==> src/rtl/wide_segment_quad_expander_core_defines.svh <==
// assertion macros shared by the quad expander rtl
`ifndef WIDE_SEGMENT_QUAD_EXPANDER_CORE_DEFINES_SVH
`define WIDE_SEGMENT_QUAD_EXPANDER_CORE_DEFINES_SVH

`ifndef SYNTHESIS

// same-cycle implication check
`define WSQE_ASSERT_IMP(name, clk, rst, ante, cons) \
   name: assert property (@(posedge clk) disable iff (rst) (ante) |-> cons) \
      else $error("quad expander check failed");

// next-cycle implication check
`define WSQE_ASSERT_NXT(name, clk, rst, ante, cons) \
   name: assert property (@(posedge clk) disable iff (rst) (ante) |=> (cons)) \
      else $error("quad expander check failed");

`else

`define WSQE_ASSERT_IMP(name, clk, rst, ante, cons)
`define WSQE_ASSERT_NXT(name, clk, rst, ante, cons)

`endif

`endif

==> src/rtl/wsqe_isqrt.sv <==
// pipelined integer square root, one root bit per stage
module wsqe_isqrt #(
   parameter int STEPS = 32
) (
   input  logic                 clock,
   input  logic [2*STEPS-1:0]   radicand,
   output logic [STEPS-1:0]     root
);
   logic [STEPS+1:0]   rem_ff  [STEPS];
   logic [STEPS-1:0]   root_ff [STEPS];
   logic [2*STEPS-1:0] rad_ff  [STEPS];

   for (genvar k = 0; k < STEPS; k++) begin : g_step
      logic [STEPS-1:0]   rem_prev;
      logic [STEPS-1:0]   root_prev;
      logic [2*STEPS-1:0] rad_prev;
      logic [STEPS+1:0]   rem_sh;
      logic [STEPS+1:0]   trial;
      logic [STEPS+1:0]   rem_in;
      logic [STEPS-1:0]   root_in;
      logic [2*STEPS-1:0] rad_in;
      logic               ge;

      // previous stage, or the radicand at the head
      if (k == 0) begin : g_head
         assign rem_prev  = '0;
         assign root_prev = '0;
         assign rad_prev  = radicand;
      end else begin : g_body
         assign rem_prev  = rem_ff[k-1][STEPS-1:0];
         assign root_prev = root_ff[k-1];
         assign rad_prev  = rad_ff[k-1];
      end

      // bring down two bits and try the next root bit
      always_comb begin
         rem_sh  = {rem_prev, rad_prev[2*STEPS-1 -: 2]};
         trial   = {root_prev, 2'b01};
         ge      = (rem_sh >= trial);
         rem_in  = ge ? (rem_sh - trial) : rem_sh;
         root_in = {root_prev[STEPS-2:0], ge};
         rad_in  = rad_prev << 2;
      end

      always_ff @(posedge clock) begin
         rem_ff[k]  <= rem_in;
         root_ff[k] <= root_in;
         rad_ff[k]  <= rad_in;
      end
   end

   assign root = root_ff[STEPS-1];
endmodule

==> config.mk <==
export PLATFORM = sky130hd
export DESIGN_NAME = wsqe_isqrt
export DESIGN_NICKNAME = d
export VERILOG_FILES = /design/src/rtl/wide_segment_quad_expander_core_defines.svh /design/src/rtl/wsqe_isqrt.sv
export SDC_FILE = /design/constraint.sdc
export NUM_CORES = 2
export LEC_CHECK = 0
export ABC_CLOCK_PERIOD_IN_PS = 4500
export CELL_PAD_IN_SITES_DETAIL_PLACEMENT = 1
export CELL_PAD_IN_SITES_GLOBAL_PLACEMENT = 1
export CORE_AREA = 3 3 429 431
export CTS_CLUSTER_SIZE = 28
export DETAILED_ROUTE_END_ITERATION = 8
export DIE_AREA = 0 0 432 434
export DONT_BUFFER_PORTS = 1
export PLACE_DENSITY = 0.8
export SLEW_MARGIN = 15
export SYNTH_ARGS = -nofsm -noshare
export SYNTH_HDL_FRONTEND = slang
export SYNTH_MEMORY_MAX_BITS = 65536
export SYNTH_SLANG_ARGS = --single-unit
==> constraint.sdc <==
create_clock -name clock -period 4.5 [get_ports clock]
set_clock_uncertainty 0.2 [all_clocks]
set_input_delay 0.9 -clock clock [delete_from_list [all_inputs] [get_ports clock]]
set_output_delay 0.9 -clock clock [all_outputs]
set_load 0.1 [all_outputs]
==> impl_metrics.py <==
metrics = {
    "critical_path": {
        "required_ps": 5070,
        "cp_top_family": "compound AO/OA/AOI/OAI gates",
        "setup.worst_path.end_class": "flop",
        "cp_slowest_stage_delay_ps": 980,
        "path_buf_inv": 2,
        "worstPathArrival_ps": 4760,
        "slowest_stage": "a31o_2",
        "crit_chain": "inv_1, ha_1, nor2b_1, o31a_1, o221a_2, o31a_1, o21ai_0, buf_4, o21ai_0, a31o_2, mux2_2",
        "rrSetupSlack_ps": 310,
        "path_class": "flop to flop",
        "critPathLaunchType": "flop",
        "crit_fanout": 48,
    },
    "floorplanning": {
        "fp.dieW_um": 432,
        "die_h_um": 434,
        "design.core.area_um2": 181000,
        "dieArea_um2": 187000,
        "start_util_pct": 49.8,
        "pin_count": 97,
        "num_rows": 156,
    },
    "cts": {
        "htreeDepth": 4,
        "cts_tree": "built",
        "cts-root-buf": "clkbuf_16",
        "cts_buffers": 237,
        "clock_path_buffers": 3,
        "hold_buffers": 65,
        "cts_resized": 0,
        "post_cts_buffers": 0,
        "clk_pin_slew_worst_paths_ps": 70,
        "clock_latency_ps": 880,
        "cts.sink_count": 2465,
    },
    "yosys": {
        "yosysWarnings": 0,
        "ys_seq_area_share_pct": 54.9,
        "synth_cells": 8849,
        "ys_async_sr_fraction_pct": 0,
        "synth_area_leader_cell": "dfxtp_1",
        "synth-edff-count": 0,
        "synth_cell_types": 87,
        "synth_top_area_share_pct": 54.9,
        "ys.flop_type": "dfxtp_1",
        "synth_fp_nets": 9475,
        "synth_area_leaders": "dfxtp_1 (55%), ha_1 (7.8%), xnor2_1 (4.0%)",
        "syn_area_um2": 90000,
        "ys_seq_elements": 2465,
        "avgSynthCellArea_um2": 10.2,
    },
    "detailed_routing": {
        "dr.pass1.iters": 5,
        "vias_per_cell": 5.47,
        "route.met2.wl_um": 122000,
        "top_layer": "met5",
        "drc": 0,
        "wl_met1_um": 95000,
        "drt-initial-drc-count": 3413,
        "ant_nets": 0,
        "vias": 63540,
        "wl_um": 235000,
        "routedWlPerCell_um": 20.2,
        "wl_met3_um": 7360,
    },
    "global_route": {
        "grt_antenna_before_repair": 2,
        "grt_pass1_wl_um": 375000,
        "grt_max_degree": 61,
        "grt-ovfl-total": 0,
        "grt_pass1_vias": 69143,
        "track_usage_pct": 24.8,
    },
    "hold_path": {
        "worst_hold_path_type": "flop to flop",
    },
    "sta": {
        "slew_headroom_pct": 22.4,
        "fmax_ghz": 0.239,
        "grt_setup_unrepaired": "no",
        "finalSetupTns_ps": 0,
        "slew_viol_final": 0,
        "worstMarginPinSlew_ps": 1160,
        "hold_violations": 0,
        "layout_min_cycle_time_ps": 4190,
        "whs_ps": 96.0,
        "setup_ws_ps": 308,
        "fin_crit_sh_pct": 93.2,
        "setup_viol": 0,
    },
    "final_layout": {
        "drive_gt1_share_pct": 6.79,
        "layout_common_cells": "dfxtp_1 (2465), inv_1 (706), nand2_1 (630), a21oi_1 (576), ha_1 (561)",
        "layout.nets": 9672,
        "syn2layout_area_growth_pct": 13.5,
        "fillers": 19144,
        "fin_area_um2": 102000,
        "final_common_cell": "dfxtp_1",
        "utilization_pct": 56.6,
        "antenna_cells": 0,
        "fin_cells": 11618,
    },
    "placed_design": {
        "dpl-instance-area_um2": 92800,
        "dp_hpwl_um": 164000,
        "placed_cells": 11112,
        "portBuffers": 0,
        "dp_slack_ps": 591,
        "gp_congestion": 0.914,
    },
    "power_and_ir_drop": {
        "leakagePower_nw": 47.7,
        "power.density_nw_per_um2": 601,
        "vdd_ir_drop_max_uv": 356,
        "finalPower_mw": 61.4,
    },
    "status": {
        "outcome": "complete, no violations",
    },
    "flow_run": {
        "maxCapViolations": 0,
    },
}
-- report_power, final --
group	leakage, nW	internal [mW]	switching [mW]	total (mW)
clock network	4.18	12.8	8.85	21.6
logic	22.9	4.68	6.40	11.1
registers	20.6	25.5	3.17	28.7
-- synth_stat cells, types with 20 or more instances --
cell,number
mux2_2,82
a21o_1,187
nor2_1,491
o31a_1,20
and2_1,30
a211oi_1,49
o31ai_1,64
xor2_1,382
dfxtp_1,2465
or3_1,85
and3_1,48
nor4b_1,20
or4_1,69
nor3_1,205
a31oi_1,46
ha_1,561
nor4_1,101
o211ai_1,41
a21oi_1,578
nand3b_1,20
o21bai_1,53
xnor2_1,408
o21a_1,89
or2_2,41
nand2b_1,127
clkbuf_1,142
nand4_1,98
nand3_1,134
o21ai_0,508
nand2_1,630
o41ai_1,22
inv_1,706
nor3b_1,20
nor2b_1,84
-- kinds of logic after synthesis --
logic type	Yosys count	share of synthesized area, %
other	1	0.00417
DFF	2465	54.9
adders and majority gates	561	7.80
muxes	90	1.12
xor gates and xnor gates	790	7.69
buffers and inverters	870	3.66
and+or+nand+nor	2246	12.4
AOI/OAI and AO/OA	1826	12.5
-- path summary, 6_finish.rpt --
path	startpoint	endpoint	depth (start not counted)
hold / removal	root_ff[21][0]$_DFF_P_	root_ff[22][1]$_DFF_P_	0
hold reg to reg	root_ff[21][0]$_DFF_P_	root_ff[22][1]$_DFF_P_	0
setup reg to reg	root_ff[29][0]$_DFF_P_	rem_ff[30][6]$_DFF_P_	11
setup / recovery	root_ff[29][0]$_DFF_P_	rem_ff[30][6]$_DFF_P_	11
-- layout make-up --
type	instances	area, um2	area share [%]
clock buffers	313	6620	6.48
inverters	710	2670	2.61
multi-input cells	5514	37400	36.7
repair buffers	118	1070	1.05
clock inverters	128	2030	1.99
well taps	2370	2970	2.90
flip-flops and latches	2465	49300	48.3
-- state kept, by name, indices dropped and copies added (netlist names) --
name	cells
rem_ff	945
rad_ff	992
root_ff	528
-- routing by layer --
layer	up-vias	GRT usage [%]
met4	2	10.8
met3	596	3.15
met2	1192	46.3
li1	30678	-
met1	31072	28.1
met5	-	0
Note: power is estimated with default switching activity, not from simulation.
